===== src/dlrs_pkg.sv =====
// Shared types, codes and constants of the device loss recovery sequencer.
`default_nettype none

package dlrs_pkg;

  // Field widths fixed by the channel definitions
  localparam int KIND_W     = 4;
  localparam int EPOCH_W    = 32;
  localparam int BOUND_W    = 4;
  localparam int CODE_W     = 32;
  localparam int NOW_W      = 48;
  localparam int SEL_W      = 4;
  localparam int STATUS_W   = 2;
  localparam int MODE_W     = 4;
  localparam int CNT_OUT_W  = 32;
  localparam int BACKOFF_W  = 22;
  localparam int CFG_IDX_W  = 2;
  localparam int CFG_DATA_W = 32;

  localparam int NUM_COUNTERS = 9;

  // Defaults for the top-level parameters
  localparam int DEF_COUNTER_WIDTH = 32;
  localparam int DEF_TIME_WIDTH    = 48;

  // Register values after reset
  localparam logic [EPOCH_W-1:0]   RST_INITIAL_EPOCH   = 32'd1;
  localparam logic [BACKOFF_W-1:0] RST_INITIAL_BACKOFF = 22'd1000;
  localparam logic [BACKOFF_W-1:0] RST_MAX_BACKOFF     = 22'd60000;

  localparam logic [EPOCH_W-1:0] EPOCH_MAX = '1;

  typedef enum logic [MODE_W-1:0] {
    M_HW       = 4'd0,
    M_LOSS     = 4'd1,
    M_QUIESCE  = 4'd2,
    M_RECREATE = 4'd3,
    M_FBCREATE = 4'd4,
    M_FBREADY  = 4'd5,
    M_SW       = 4'd6,
    M_PROBE    = 4'd7,
    M_CLOSED   = 4'd8
  } mode_t;

  typedef enum logic [STATUS_W-1:0] {
    ST_OK      = 2'd0,
    ST_CLOSED  = 2'd1,
    ST_STALE   = 2'd2,
    ST_INVALID = 2'd3
  } status_t;

  typedef enum logic [KIND_W-1:0] {
    KIND_LOSS           = 4'd0,
    KIND_QUIESCE        = 4'd1,
    KIND_RECREATE_START = 4'd2,
    KIND_RECREATE_DONE  = 4'd3,
    KIND_FALLBACK_DONE  = 4'd4,
    KIND_PROBE_START    = 4'd5,
    KIND_PROBE_DONE     = 4'd6,
    KIND_CLOSE          = 4'd7,
    KIND_QUERY          = 4'd8
  } kind_t;

  typedef enum logic [SEL_W-1:0] {
    CNT_LOSS      = 4'd0,
    CNT_STALE     = 4'd1,
    CNT_DUP_LOSS  = 4'd2,
    CNT_HW_TRY    = 4'd3,
    CNT_HW_OK     = 4'd4,
    CNT_FB_TRY    = 4'd5,
    CNT_FB_OK     = 4'd6,
    CNT_SW        = 4'd7,
    CNT_PROBE_TRY = 4'd8
  } cnt_sel_t;

  typedef enum logic [CFG_IDX_W-1:0] {
    CFG_INITIAL_EPOCH   = 2'd0,
    CFG_INITIAL_BACKOFF = 2'd1,
    CFG_MAX_BACKOFF     = 2'd2
  } cfg_idx_t;

  typedef struct packed {
    logic [KIND_W-1:0]   kind;
    logic [EPOCH_W-1:0]  observed_epoch;
    logic [BOUND_W-1:0]  failure_boundary;
    logic [CODE_W-1:0]   failure_code;
    logic                succeeded;
    logic [NOW_W-1:0]    now_ms;
    logic [SEL_W-1:0]    counter_select;
  } item_t;

  typedef struct packed {
    logic [STATUS_W-1:0]  status;
    logic [MODE_W-1:0]    device_state;
    logic [EPOCH_W-1:0]   epoch_now;
    logic                 submission_allowed;
    logic [BOUND_W-1:0]   last_boundary;
    logic [CODE_W-1:0]    last_code;
    logic [CNT_OUT_W-1:0] counter_value;
  } result_t;

  typedef struct packed {
    logic                  en;
    logic [CFG_IDX_W-1:0]  idx;
    logic [CFG_DATA_W-1:0] data;
  } cfg_wr_t;

  typedef struct packed {
    logic     en;
    cnt_sel_t idx;
  } bump_t;

endpackage

`default_nettype wire


===== src/dlrs_ifs.sv =====
// Valid/ready channel interfaces: event input, result output and register writes.
`default_nettype none

interface dlrs_in_if
  import dlrs_pkg::*;
();
  logic                      valid;
  logic                      ready;
  logic [KIND_W-1:0]         kind;
  logic [EPOCH_W-1:0]        observed_epoch;
  logic [BOUND_W-1:0]        failure_boundary;
  logic signed [CODE_W-1:0]  failure_code;
  logic                      succeeded;
  logic [NOW_W-1:0]          now_ms;
  logic [SEL_W-1:0]          counter_select;

  modport source (
    output valid, kind, observed_epoch, failure_boundary, failure_code,
           succeeded, now_ms, counter_select,
    input  ready
  );
  modport sink (
    input  valid, kind, observed_epoch, failure_boundary, failure_code,
           succeeded, now_ms, counter_select,
    output ready
  );
endinterface

interface dlrs_out_if
  import dlrs_pkg::*;
();
  logic                      valid;
  logic                      ready;
  logic [STATUS_W-1:0]       status;
  logic [MODE_W-1:0]         device_state;
  logic [EPOCH_W-1:0]        epoch_now;
  logic                      submission_allowed;
  logic [BOUND_W-1:0]        last_boundary;
  logic signed [CODE_W-1:0]  last_code;
  logic [CNT_OUT_W-1:0]      counter_value;

  modport source (
    output valid, status, device_state, epoch_now, submission_allowed,
           last_boundary, last_code, counter_value,
    input  ready
  );
  modport sink (
    input  valid, status, device_state, epoch_now, submission_allowed,
           last_boundary, last_code, counter_value,
    output ready
  );
endinterface

interface dlrs_cfg_if
  import dlrs_pkg::*;
();
  logic                  valid;
  logic                  ready;
  logic [CFG_IDX_W-1:0]  index;
  logic [CFG_DATA_W-1:0] data;

  modport source (output valid, index, data, input ready);
  modport sink   (input valid, index, data, output ready);
endinterface

`default_nettype wire


===== src/dlrs_counters.sv =====
// Bank of nine wrapping event counters with a selected read of the updated values.
`default_nettype none

module dlrs_counters
  import dlrs_pkg::*;
#(
  parameter int COUNTER_WIDTH = DEF_COUNTER_WIDTH
) (
  input  wire logic                 clk,
  input  wire logic                 rst_n,
  input  wire bump_t                bump,
  input  wire logic [SEL_W-1:0]     sel,
  output logic      [CNT_OUT_W-1:0] value
);

  logic [COUNTER_WIDTH-1:0] counts_r   [NUM_COUNTERS];
  logic [COUNTER_WIDTH-1:0] counts_nxt [NUM_COUNTERS];

  // Each counter bumps itself when addressed
  always_comb begin
    for (int i = 0; i < NUM_COUNTERS; i++) begin
      if (bump.en && (bump.idx == cnt_sel_t'(SEL_W'(i)))) begin
        counts_nxt[i] = counts_r[i] + 1'b1;
      end else begin
        counts_nxt[i] = counts_r[i];
      end
    end
  end

  // Report the value as it stands after this event; unused selects read zero
  always_comb begin
    if (sel < SEL_W'(NUM_COUNTERS)) begin
      value = CNT_OUT_W'(counts_nxt[sel]);
    end else begin
      value = '0;
    end
  end

  always_ff @(posedge clk) begin
    if (!rst_n) begin
      for (int i = 0; i < NUM_COUNTERS; i++) begin
        counts_r[i] <= '0;
      end
    end else begin
      for (int i = 0; i < NUM_COUNTERS; i++) begin
        counts_r[i] <= counts_nxt[i];
      end
    end
  end

endmodule

`default_nettype wire


===== src/dlrs_core.sv =====
// Recovery sequencer: mode, epoch, backoff and deadline state with its update logic.
`default_nettype none

module dlrs_core
  import dlrs_pkg::*;
#(
  parameter int COUNTER_WIDTH = DEF_COUNTER_WIDTH,
  parameter int TIME_WIDTH    = DEF_TIME_WIDTH
) (
  input  wire logic    clk,
  input  wire logic    rst_n,
  input  wire logic    step,
  input  wire item_t   item,
  input  wire cfg_wr_t cfg,
  output result_t      res
);

  // Configuration registers
  logic [EPOCH_W-1:0]   init_epoch_r;
  logic [BACKOFF_W-1:0] init_backoff_r, max_backoff_r;
  logic [EPOCH_W-1:0]   init_epoch_nxt;
  logic [BACKOFF_W-1:0] init_backoff_nxt, max_backoff_nxt;

  // Sequencer state
  mode_t                 mode_r, mode_nxt;
  mode_t                 ret_mode_r, ret_mode_nxt;
  logic [EPOCH_W-1:0]    epoch_r, epoch_nxt;
  logic [BACKOFF_W-1:0]  backoff_r, backoff_nxt;
  logic [TIME_WIDTH-1:0] deadline_r, deadline_nxt;
  logic [BOUND_W-1:0]    bound_r, bound_nxt;
  logic [CODE_W-1:0]     code_r, code_nxt;

  status_t               status;
  bump_t                 bump;
  logic                  sched;
  logic                  recov;

  logic [TIME_WIDTH-1:0] now;
  logic [TIME_WIDTH:0]   dl_sum;
  logic [TIME_WIDTH-1:0] dl_sched;
  logic [BACKOFF_W:0]    bo_dbl;
  logic [BACKOFF_W-1:0]  bo_sched;
  logic [CNT_OUT_W-1:0]  cnt_value;

  assign now = TIME_WIDTH'(item.now_ms);

  // Next probe deadline, saturating at the top of the time range
  assign dl_sum   = (TIME_WIDTH+1)'(now) + (TIME_WIDTH+1)'(backoff_r);
  assign dl_sched = dl_sum[TIME_WIDTH] ? '1 : dl_sum[TIME_WIDTH-1:0];

  // Doubled backoff, clamped to the maximum
  assign bo_dbl   = {backoff_r, 1'b0};
  assign bo_sched = (bo_dbl > {1'b0, max_backoff_r}) ? max_backoff_r : bo_dbl[BACKOFF_W-1:0];

  // Event decode and next state
  always_comb begin
    mode_nxt         = mode_r;
    ret_mode_nxt     = ret_mode_r;
    epoch_nxt        = epoch_r;
    backoff_nxt      = backoff_r;
    deadline_nxt     = deadline_r;
    bound_nxt        = bound_r;
    code_nxt         = code_r;
    init_epoch_nxt   = init_epoch_r;
    init_backoff_nxt = init_backoff_r;
    max_backoff_nxt  = max_backoff_r;
    status           = ST_INVALID;
    bump             = '{en: 1'b0, idx: CNT_LOSS};
    sched            = 1'b0;
    recov            = 1'b0;

    if (step) begin
      if (item.kind > KIND_QUERY) begin
        status = ST_INVALID;
      end else if (mode_r == M_CLOSED) begin
        status = ST_CLOSED;
      end else begin
        unique case (item.kind)
          KIND_LOSS: begin
            if (item.observed_epoch != epoch_r) begin
              bump   = '{en: 1'b1, idx: CNT_STALE};
              status = ST_STALE;
            end else if (mode_r != M_HW && mode_r != M_FBREADY) begin
              bump = '{en: 1'b1, idx: CNT_DUP_LOSS};
            end else if (epoch_r != EPOCH_MAX) begin
              epoch_nxt = epoch_r + 1'b1;
              bound_nxt = item.failure_boundary;
              code_nxt  = item.failure_code;
              mode_nxt  = M_LOSS;
              bump      = '{en: 1'b1, idx: CNT_LOSS};
              status    = ST_OK;
            end
          end
          KIND_QUIESCE: begin
            if (mode_r == M_LOSS) begin
              mode_nxt = M_QUIESCE;
              status   = ST_OK;
            end
          end
          KIND_RECREATE_START: begin
            if (mode_r == M_QUIESCE) begin
              mode_nxt = M_RECREATE;
              bump     = '{en: 1'b1, idx: CNT_HW_TRY};
              status   = ST_OK;
            end
          end
          KIND_RECREATE_DONE: begin
            if (mode_r == M_RECREATE) begin
              if (item.succeeded) begin
                recov = 1'b1;
              end else begin
                mode_nxt = M_FBCREATE;
                bump     = '{en: 1'b1, idx: CNT_FB_TRY};
              end
              status = ST_OK;
            end
          end
          KIND_FALLBACK_DONE: begin
            if (mode_r == M_FBCREATE) begin
              if (item.succeeded) begin
                mode_nxt = M_FBREADY;
                bump     = '{en: 1'b1, idx: CNT_FB_OK};
              end else begin
                mode_nxt = M_SW;
                bump     = '{en: 1'b1, idx: CNT_SW};
              end
              sched  = 1'b1;
              status = ST_OK;
            end
          end
          KIND_PROBE_START: begin
            if ((mode_r == M_FBREADY || mode_r == M_SW) && now >= deadline_r &&
                epoch_r != EPOCH_MAX) begin
              ret_mode_nxt = mode_r;
              epoch_nxt    = epoch_r + 1'b1;
              mode_nxt     = M_PROBE;
              bump         = '{en: 1'b1, idx: CNT_PROBE_TRY};
              status       = ST_OK;
            end
          end
          KIND_PROBE_DONE: begin
            if (mode_r == M_PROBE) begin
              if (item.succeeded) begin
                recov = 1'b1;
              end else begin
                mode_nxt = ret_mode_r;
                sched    = 1'b1;
              end
              status = ST_OK;
            end
          end
          KIND_CLOSE: begin
            mode_nxt = M_CLOSED;
            status   = ST_OK;
          end
          KIND_QUERY: begin
            status = ST_OK;
          end
          default: begin
            status = ST_INVALID;
          end
        endcase
      end
    end

    // Probe scheduling after a fallback outcome or a failed probe
    if (sched) begin
      deadline_nxt = dl_sched;
      backoff_nxt  = bo_sched;
    end

    // Back on hardware: restart the backoff sequence
    if (recov) begin
      mode_nxt     = M_HW;
      backoff_nxt  = init_backoff_r;
      deadline_nxt = '0;
      bump         = '{en: 1'b1, idx: CNT_HW_OK};
    end

    // Register writes, which also load the live epoch and backoff
    if (cfg.en) begin
      unique case (cfg.idx)
        CFG_INITIAL_EPOCH: begin
          init_epoch_nxt = cfg.data[EPOCH_W-1:0];
          epoch_nxt      = (cfg.data[EPOCH_W-1:0] == '0) ? EPOCH_W'(1) : cfg.data[EPOCH_W-1:0];
        end
        CFG_INITIAL_BACKOFF: begin
          init_backoff_nxt = cfg.data[BACKOFF_W-1:0];
          backoff_nxt      = cfg.data[BACKOFF_W-1:0];
        end
        CFG_MAX_BACKOFF: begin
          max_backoff_nxt = cfg.data[BACKOFF_W-1:0];
        end
        default: begin
          max_backoff_nxt = max_backoff_r;
        end
      endcase
    end
  end

  dlrs_counters #(
    .COUNTER_WIDTH (COUNTER_WIDTH)
  ) u_counters (
    .clk   (clk),
    .rst_n (rst_n),
    .bump  (bump),
    .sel   (item.counter_select),
    .value (cnt_value)
  );

  // Result reflects the state after this event
  always_comb begin
    res.status             = status;
    res.device_state       = mode_nxt;
    res.epoch_now          = epoch_nxt;
    res.submission_allowed = (mode_nxt == M_HW) || (mode_nxt == M_FBREADY);
    res.last_boundary      = bound_nxt;
    res.last_code          = code_nxt;
    res.counter_value      = cnt_value;
  end

  // State registers
  always_ff @(posedge clk) begin
    if (!rst_n) begin
      mode_r         <= M_HW;
      ret_mode_r     <= M_SW;
      epoch_r        <= RST_INITIAL_EPOCH;
      backoff_r      <= RST_INITIAL_BACKOFF;
      deadline_r     <= '0;
      bound_r        <= '0;
      code_r         <= '0;
      init_epoch_r   <= RST_INITIAL_EPOCH;
      init_backoff_r <= RST_INITIAL_BACKOFF;
      max_backoff_r  <= RST_MAX_BACKOFF;
    end else begin
      mode_r         <= mode_nxt;
      ret_mode_r     <= ret_mode_nxt;
      epoch_r        <= epoch_nxt;
      backoff_r      <= backoff_nxt;
      deadline_r     <= deadline_nxt;
      bound_r        <= bound_nxt;
      code_r         <= code_nxt;
      init_epoch_r   <= init_epoch_nxt;
      init_backoff_r <= init_backoff_nxt;
      max_backoff_r  <= max_backoff_nxt;
    end
  end

  // Closed is terminal until reset
  a_closed_sticky: assert property (@(posedge clk)
    rst_n && mode_r == M_CLOSED |=> mode_r == M_CLOSED)
    else $error("sequencer left the closed state");

  // Epoch only moves forward outside register writes
  a_epoch_monotonic: assert property (@(posedge clk)
    rst_n && !cfg.en |=> epoch_r >= $past(epoch_r))
    else $error("epoch went backwards");

  // A stale loss report changes neither epoch nor mode
  a_stale_no_change: assert property (@(posedge clk)
    rst_n && !cfg.en && step && item.kind == KIND_LOSS && mode_r != M_CLOSED &&
    item.observed_epoch != epoch_r
    |=> epoch_r == $past(epoch_r) && mode_r == $past(mode_r))
    else $error("stale loss altered sequencer state");

endmodule

`default_nettype wire


===== src/device_loss_recovery_sequencer_top.sv =====
// Top level of the device loss recovery sequencer: input register, sequencer, result register.
//
//  channel  | dir | transfer when         | carries
//  ---------+-----+-----------------------+-----------------------------------------
//  cfg_ch   | in  | valid && ready        | register index, write data
//  in_ch    | in  | valid && ready        | one recovery event
//  out_ch   | out | valid && ready        | one result per event
//
// One event per cycle sustained while results are taken; an event passes through the input
// register and then the result register before its result is offered.
// The single sequencer stage updates all state in the cycle the event leaves the
// input register, so consecutive events see each other's effects.
// Reset is synchronous and active low; all state is ready on the first cycle after it.
// A stalled result holds in the result register; the input register still takes one
// more event, then ready drops until the result is taken.
`default_nettype none

module device_loss_recovery_sequencer_top
  import dlrs_pkg::*;
#(
  parameter int COUNTER_WIDTH = DEF_COUNTER_WIDTH,
  parameter int TIME_WIDTH    = DEF_TIME_WIDTH
) (
  input  wire logic   clk,
  input  wire logic   rst_n,
  dlrs_cfg_if.sink    cfg_ch,
  dlrs_in_if.sink     in_ch,
  dlrs_out_if.source  out_ch
);

  logic    s1_valid_r, s1_valid_nxt;
  item_t   s1_item_r;
  logic    out_valid_r, out_valid_nxt;
  result_t out_res_r;
  result_t res;
  cfg_wr_t cfg;
  logic    in_acc;
  logic    adv;

  // Handshake control
  assign adv          = s1_valid_r && (!out_valid_r || out_ch.ready);
  assign in_ch.ready  = !s1_valid_r || adv;
  assign in_acc       = in_ch.valid && in_ch.ready;
  assign cfg_ch.ready = 1'b1;

  assign cfg = '{en: cfg_ch.valid && cfg_ch.ready, idx: cfg_ch.index, data: cfg_ch.data};

  always_comb begin
    s1_valid_nxt = s1_valid_r;
    if (in_acc) begin
      s1_valid_nxt = 1'b1;
    end else if (adv) begin
      s1_valid_nxt = 1'b0;
    end
    out_valid_nxt = out_valid_r;
    if (adv) begin
      out_valid_nxt = 1'b1;
    end else if (out_ch.ready) begin
      out_valid_nxt = 1'b0;
    end
  end

  always_ff @(posedge clk) begin
    if (!rst_n) begin
      s1_valid_r  <= 1'b0;
      out_valid_r <= 1'b0;
    end else begin
      s1_valid_r  <= s1_valid_nxt;
      out_valid_r <= out_valid_nxt;
    end
  end

  // Input register
  always_ff @(posedge clk) begin
    if (in_acc) begin
      s1_item_r <= '{kind:             in_ch.kind,
                     observed_epoch:   in_ch.observed_epoch,
                     failure_boundary: in_ch.failure_boundary,
                     failure_code:     in_ch.failure_code,
                     succeeded:        in_ch.succeeded,
                     now_ms:           in_ch.now_ms,
                     counter_select:   in_ch.counter_select};
    end
  end

  dlrs_core #(
    .COUNTER_WIDTH (COUNTER_WIDTH),
    .TIME_WIDTH    (TIME_WIDTH)
  ) u_core (
    .clk   (clk),
    .rst_n (rst_n),
    .step  (adv),
    .item  (s1_item_r),
    .cfg   (cfg),
    .res   (res)
  );

  // Result register
  always_ff @(posedge clk) begin
    if (adv) begin
      out_res_r <= res;
    end
  end

  assign out_ch.valid              = out_valid_r;
  assign out_ch.status             = out_res_r.status;
  assign out_ch.device_state       = out_res_r.device_state;
  assign out_ch.epoch_now          = out_res_r.epoch_now;
  assign out_ch.submission_allowed = out_res_r.submission_allowed;
  assign out_ch.last_boundary      = out_res_r.last_boundary;
  assign out_ch.last_code          = out_res_r.last_code;
  assign out_ch.counter_value      = out_res_r.counter_value;

  // No result is offered straight after reset
  a_reset_empty: assert property (@(posedge clk)
    !rst_n |=> !out_valid_r)
    else $error("result valid after reset");

  // Both stages full and output stalled: no further transfer in
  a_full_backpressure: assert property (@(posedge clk)
    s1_valid_r && out_valid_r && !out_ch.ready |-> !in_ch.ready)
    else $error("input accepted with pipeline full");

  // An accepted event always lands in the input register
  a_accept_lands: assert property (@(posedge clk)
    rst_n && in_acc |=> s1_valid_r)
    else $error("accepted event lost");

endmodule

`default_nettype wire

===== src/flat_wrapper.sv =====
// flat-port wrapper written by rule: the top's interface ports become plain ports
module device_loss_recovery_sequencer_top_flat import dlrs_pkg::*;
#(
  parameter int COUNTER_WIDTH = DEF_COUNTER_WIDTH,
  parameter int TIME_WIDTH    = DEF_TIME_WIDTH
)
  (clk, rst_n, cfg_ch_valid, cfg_ch_index, cfg_ch_data, cfg_ch_ready, in_ch_valid, in_ch_kind, in_ch_observed_epoch, in_ch_failure_boundary, in_ch_failure_code, in_ch_succeeded, in_ch_now_ms, in_ch_counter_select, in_ch_ready, out_ch_valid, out_ch_status, out_ch_device_state, out_ch_epoch_now, out_ch_submission_allowed, out_ch_last_boundary, out_ch_last_code, out_ch_counter_value, out_ch_ready);
  dlrs_cfg_if cfg_ch_i ();
  dlrs_in_if in_ch_i ();
  dlrs_out_if out_ch_i ();
  input  wire logic clk;
  input  wire logic rst_n;
  input wire logic [$bits(cfg_ch_i.valid)-1:0] cfg_ch_valid;
  input wire logic [$bits(cfg_ch_i.index)-1:0] cfg_ch_index;
  input wire logic [$bits(cfg_ch_i.data)-1:0] cfg_ch_data;
  output wire logic [$bits(cfg_ch_i.ready)-1:0] cfg_ch_ready;
  input wire logic [$bits(in_ch_i.valid)-1:0] in_ch_valid;
  input wire logic [$bits(in_ch_i.kind)-1:0] in_ch_kind;
  input wire logic [$bits(in_ch_i.observed_epoch)-1:0] in_ch_observed_epoch;
  input wire logic [$bits(in_ch_i.failure_boundary)-1:0] in_ch_failure_boundary;
  input wire logic [$bits(in_ch_i.failure_code)-1:0] in_ch_failure_code;
  input wire logic [$bits(in_ch_i.succeeded)-1:0] in_ch_succeeded;
  input wire logic [$bits(in_ch_i.now_ms)-1:0] in_ch_now_ms;
  input wire logic [$bits(in_ch_i.counter_select)-1:0] in_ch_counter_select;
  output wire logic [$bits(in_ch_i.ready)-1:0] in_ch_ready;
  output wire logic [$bits(out_ch_i.valid)-1:0] out_ch_valid;
  output wire logic [$bits(out_ch_i.status)-1:0] out_ch_status;
  output wire logic [$bits(out_ch_i.device_state)-1:0] out_ch_device_state;
  output wire logic [$bits(out_ch_i.epoch_now)-1:0] out_ch_epoch_now;
  output wire logic [$bits(out_ch_i.submission_allowed)-1:0] out_ch_submission_allowed;
  output wire logic [$bits(out_ch_i.last_boundary)-1:0] out_ch_last_boundary;
  output wire logic [$bits(out_ch_i.last_code)-1:0] out_ch_last_code;
  output wire logic [$bits(out_ch_i.counter_value)-1:0] out_ch_counter_value;
  input wire logic [$bits(out_ch_i.ready)-1:0] out_ch_ready;
  assign cfg_ch_i.valid = cfg_ch_valid;
  assign cfg_ch_i.index = cfg_ch_index;
  assign cfg_ch_i.data = cfg_ch_data;
  assign cfg_ch_ready = cfg_ch_i.ready;
  assign in_ch_i.valid = in_ch_valid;
  assign in_ch_i.kind = in_ch_kind;
  assign in_ch_i.observed_epoch = in_ch_observed_epoch;
  assign in_ch_i.failure_boundary = in_ch_failure_boundary;
  assign in_ch_i.failure_code = in_ch_failure_code;
  assign in_ch_i.succeeded = in_ch_succeeded;
  assign in_ch_i.now_ms = in_ch_now_ms;
  assign in_ch_i.counter_select = in_ch_counter_select;
  assign in_ch_ready = in_ch_i.ready;
  assign out_ch_valid = out_ch_i.valid;
  assign out_ch_status = out_ch_i.status;
  assign out_ch_device_state = out_ch_i.device_state;
  assign out_ch_epoch_now = out_ch_i.epoch_now;
  assign out_ch_submission_allowed = out_ch_i.submission_allowed;
  assign out_ch_last_boundary = out_ch_i.last_boundary;
  assign out_ch_last_code = out_ch_i.last_code;
  assign out_ch_counter_value = out_ch_i.counter_value;
  assign out_ch_i.ready = out_ch_ready;
  device_loss_recovery_sequencer_top #(.COUNTER_WIDTH(COUNTER_WIDTH), .TIME_WIDTH(TIME_WIDTH)) u_core (.clk(clk), .rst_n(rst_n), .cfg_ch(cfg_ch_i), .in_ch(in_ch_i), .out_ch(out_ch_i));
endmodule

===== config.mk =====
export PLATFORM = sky130hd
export DESIGN_NAME = device_loss_recovery_sequencer_top_flat
export DESIGN_NICKNAME = d
export VERILOG_FILES = /design/src/dlrs_pkg.sv /design/src/dlrs_ifs.sv /design/src/dlrs_counters.sv /design/src/dlrs_core.sv /design/src/device_loss_recovery_sequencer_top.sv /design/src/flat_wrapper.sv
export SDC_FILE = /design/constraint.sdc
export NUM_CORES = 2
export LEC_CHECK = 0
export BUFFER_PORTS_ARGS = -buffer_cell sky130_fd_sc_hd__buf_4
export CAP_MARGIN = 30
export CORE_ASPECT_RATIO = 1.2
export CORE_UTILIZATION = 50
export CTS_CLUSTER_SIZE = 28
export DETAILED_ROUTE_END_ITERATION = 6
export HOLD_SLACK_MARGIN = 0.08
export PLACE_DENSITY = 0.69
export SLEW_MARGIN = 20
export SYNTH_ARGS = -nofsm -noshare
export SYNTH_HDL_FRONTEND = slang
export SYNTH_SLANG_ARGS = --single-unit

===== constraint.sdc =====
create_clock -name clk -period 11.6 [get_ports clk]
set_input_delay 1.74 -clock clk [delete_from_list [all_inputs] [get_ports clk]]
set_output_delay 1.74 -clock clk [all_outputs]
set_load 0.1 [all_outputs]

==> flow_metrics.env <==
export IMPL_status="finished, violations left"
export IMPL_violations="DRC"
export IMPL_ant_nets=0
export IMPL_worstSetupStartpointType="input port"
export IMPL_hold_path_class="reg -> reg"
export IMPL_synth_cell_types=102
export IMPL_reg2reg_to="u_core.out_ch.counter_value[26]"
export IMPL_routed_wl_met2_mm=53.9
export IMPL_ys_flop_type="dfxtp_1"
export IMPL_grt_pass1_vias=29601
export IMPL_die_h_um=296
export IMPL_routed_wl_mm=117
export IMPL_cts_root_buffer="clkbuf_16"
export IMPL_peakVddDrop_mv=0.145
export IMPL_hold_buffers=0
export IMPL_syn_area_sq_mm=0.0360
export IMPL_finalCritPeriodShare=0.436
export IMPL_die_w_um=247
export IMPL_fmax_mhz=198
export IMPL_met3_length_mm=9.81
export IMPL_end_kind="flop"
export IMPL_cts_buffers=75
export IMPL_vias=31390
export IMPL_drtIter0Drc=3121
export IMPL_fin_hold_ws_ps=452
export IMPL_globalRouteOverflowTotal=0
export IMPL_ys_ff_latch=712
export IMPL_die_area_sq_mm=0.0730
export IMPL_power_density_mw_per_mm2=141
export IMPL_rows=107
export IMPL_clk_pin_slew_ps=60
export IMPL_grtUsageTotal=0.313
export IMPL_synth_nets=4185
export IMPL_cp_depth=11
export IMPL_drv_slew=0
export IMPL_worst_r2r_cell_count=9
export IMPL_dp_hpwl_mm=83.2
export IMPL_portBuffers=272
export IMPL_grt_pass1_wl_mm=174
export IMPL_seq_area_frac_synth=0.461
export IMPL_p_total_mw=5.85
export IMPL_coreArea_sq_mm=0.0711
export IMPL_drc=36
export IMPL_wl_per_cell_um=22.9
export IMPL_synth_edf_count=232
export IMPL_period_minus_slack_ps=5050
export IMPL_cts_tree="built"
export IMPL_cp_top_family="simple AND/OR/NAND/NOR gates"
export IMPL_hold_viol=0
export IMPL_gp_congestion=0.992
export IMPL_postSynth_asyncResetShare=0
export IMPL_h_tree_depth=3
export IMPL_synth_area_per_cell_sq_um=9.18
export IMPL_skew_ps=28.9
export IMPL_crit_start="out_ch_ready"
export IMPL_maxCapViolations=0
export IMPL_p_leak_nw=15.4
export IMPL_tns_ps=0
export IMPL_nNetsFinal=4374
export IMPL_rr_startpoint="u_core.s1_item_r[122]"
export IMPL_cp_slowest_cell="a2111oi_0"
export IMPL_synth_most_common_cell="dfxtp_1"
export IMPL_viasPerCell=6.15
export IMPL_grt_max_degree=142
export IMPL_worstMarginPinSlew_ps=1040
export IMPL_finalSetupViolCount=0
export IMPL_synth_top_area_frac=0.267
export IMPL_drive_above_1_share=0.127
export IMPL_drt_pass1_iterations=7
export IMPL_synthToLayoutAreaGrowth_pct=15.7
export IMPL_critical_path_endpoint="u_core.out_ch.counter_value[26]"
export IMPL_yosys_warnings=0
export IMPL_grt_setup_unrepaired="no"
export IMPL_ioPinCount=274
export IMPL_clockBufferDepth=3
export IMPL_crit_chain="buf_4 > nand2b_1 > nand3_1 > nor3_1 > buf_4 > nand4_1 > o31ai_1 > a21oi_1 > a2111oi_0 > a21oi_1 > or3_1"
export IMPL_slew_headroom=0.308
export IMPL_synth_area_leaders="dfxtp_1 27%, edfxtp_1 19%, xnor2_1 4.5%"
export IMPL_cts_resized=0
export IMPL_worstPathMaxFanout=15
export IMPL_routed_top_layer="met5"
export IMPL_rrSetupSlack_ps=6580
export IMPL_synth_top_area_cell="dfxtp_1"
export IMPL_cp_data_required_time_ps=11980
export IMPL_clock_latency_ps=660
export IMPL_start_util=0.506
export IMPL_cp_slowest_stage_delay_ps=800
export IMPL_m1WireLength_mm=45.3
export IMPL_cts_setup_buffers=0
export IMPL_postSynthCellCount=3919
export IMPL_path_buf_inv=2
export IMPL_antenna_found_initial=4
export IMPL_synth_common_cells="480 x dfxtp_1, 420 x nand2_1, 393 x nor2_1, 232 x edfxtp_1, 185 x xnor2_1"
export IMPL_clock_sinks=712
export IMPL_arrival_ps=5430
export IMPL_crit_type="in -> reg"
==> how the worst min path moves through the flow <==
stage                                    startpoint                               to  slack [ps]  cells past startpoint
floorplan               u_core.u_core.ret_mode_r[2]      u_core.u_core.ret_mode_r[2]         420                      1
global placement    u_core.u_core.init_backoff_r[8]  u_core.u_core.init_backoff_r[8]         430                      1
detailed placement  u_core.u_core.init_backoff_r[9]  u_core.u_core.init_backoff_r[9]         440                      1
CTS                 u_core.u_core.init_backoff_r[0]  u_core.u_core.init_backoff_r[0]         450                      2
global route        u_core.u_core.init_backoff_r[9]  u_core.u_core.init_backoff_r[9]         460                      1
finish              u_core.u_core.init_backoff_r[3]  u_core.u_core.init_backoff_r[3]         450                      1
==> kinds of logic (layout without fill, tap and decap cells) <==
family | count (synthesis) | count (layout) | synth area share
adders and majority gates | 102 | 102 | 0.0357
and+or+nand+nor | 1650 | 1650 | 0.230
muxes | 26 | 26 | 0.00873
other | 1 | 4 | 0.000104
xor gates and xnor gates | 354 | 354 | 0.0862
AOI/OAI and AO/OA | 739 | 739 | 0.142
buffers and inverters | 335 | 587 | 0.0366
DFF | 712 | 712 | 0.461
==> final cells by class <==
cell class	instances	area, sq um
Fill cell	6220	29500
Sequential cell	712	16600
Multi-Input combinational cell	2872	18100
Inverter	120	460
Antenna cell	3	7.51
Timing Repair Buffer	327	2580
Tap cell	926	1160
Clock buffer	108	2300
Clock inverter	32	383
==> registers in the layout (all words and copies together) (netlist names), 22 cells and up <==
register                           flops
u_core.out_ch.counter_value           32
u_core.out_ch.epoch_now               32
u_core.out_ch.last_code               32
u_core.s1_item_r                     125
u_core.u_core.backoff_r               22
u_core.u_core.code_r                  32
u_core.u_core.deadline_r              48
u_core.u_core.epoch_r                 32
u_core.u_core.init_backoff_r          22
u_core.u_core.max_backoff_r           22
u_core.u_core.u_counters.counts_r    288
==> per-layer routing <==
| layer | GRT usage | vias to the layer above |
|---|---|---|
| met5 | 0 | - |
| met3 | 0.0575 | 345 |
| met1 | 0.386 | 14918 |
| met2 | 0.507 | 1472 |
| li1 | - | 14653 |
| met4 | 0.193 | 2 |
==> per-stage QoR <==
step	util	cells	setup WS (ps)	area (sq um)
6_report	0.585	5100	6550	41600
5_1_grt	0.585	5100	6390	41600
4_1_cts	0.583	5089	6470	41500
3_5_place_dp	0.545	4949	5810	38800
3_3_place_gp	0.544	4945	5890	38700
2_1_floorplan	-	3919	5660	36000
==> layout by cell type (no fill, tap or decap), types with 22 or more instances in the layout <==
| cell | count |
|---|---|
| a2111oi_0 | 25 |
| a211oi_1 | 40 |
| a21o_1 | 41 |
| a21oi_1 | 166 |
| a221oi_1 | 32 |
| a22oi_1 | 23 |
| a31oi_1 | 53 |
| and2_1 | 108 |
| and3_1 | 84 |
| and4_1 | 49 |
| buf_4 | 315 |
| clkbuf_16 | 82 |
| dfxtp_1 | 480 |
| edfxtp_1 | 232 |
| ha_1 | 101 |
| inv_1 | 118 |
| nand2_1 | 419 |
| nand3_1 | 169 |
| nand4_1 | 132 |
| nor2_1 | 388 |
| nor3_1 | 105 |
| nor4_1 | 62 |
| o21ai_0 | 120 |
| o22ai_1 | 22 |
| or3_1 | 27 |
| xnor2_1 | 185 |
| xor2_1 | 169 |
==> power by group <==
part,internal (mW),switching [mW]
combinational,0.167,0.388
sequential,2.64,0.0525
clock,1.51,1.09
total,4.32,1.53
Power figures use the tool's default switching activity.
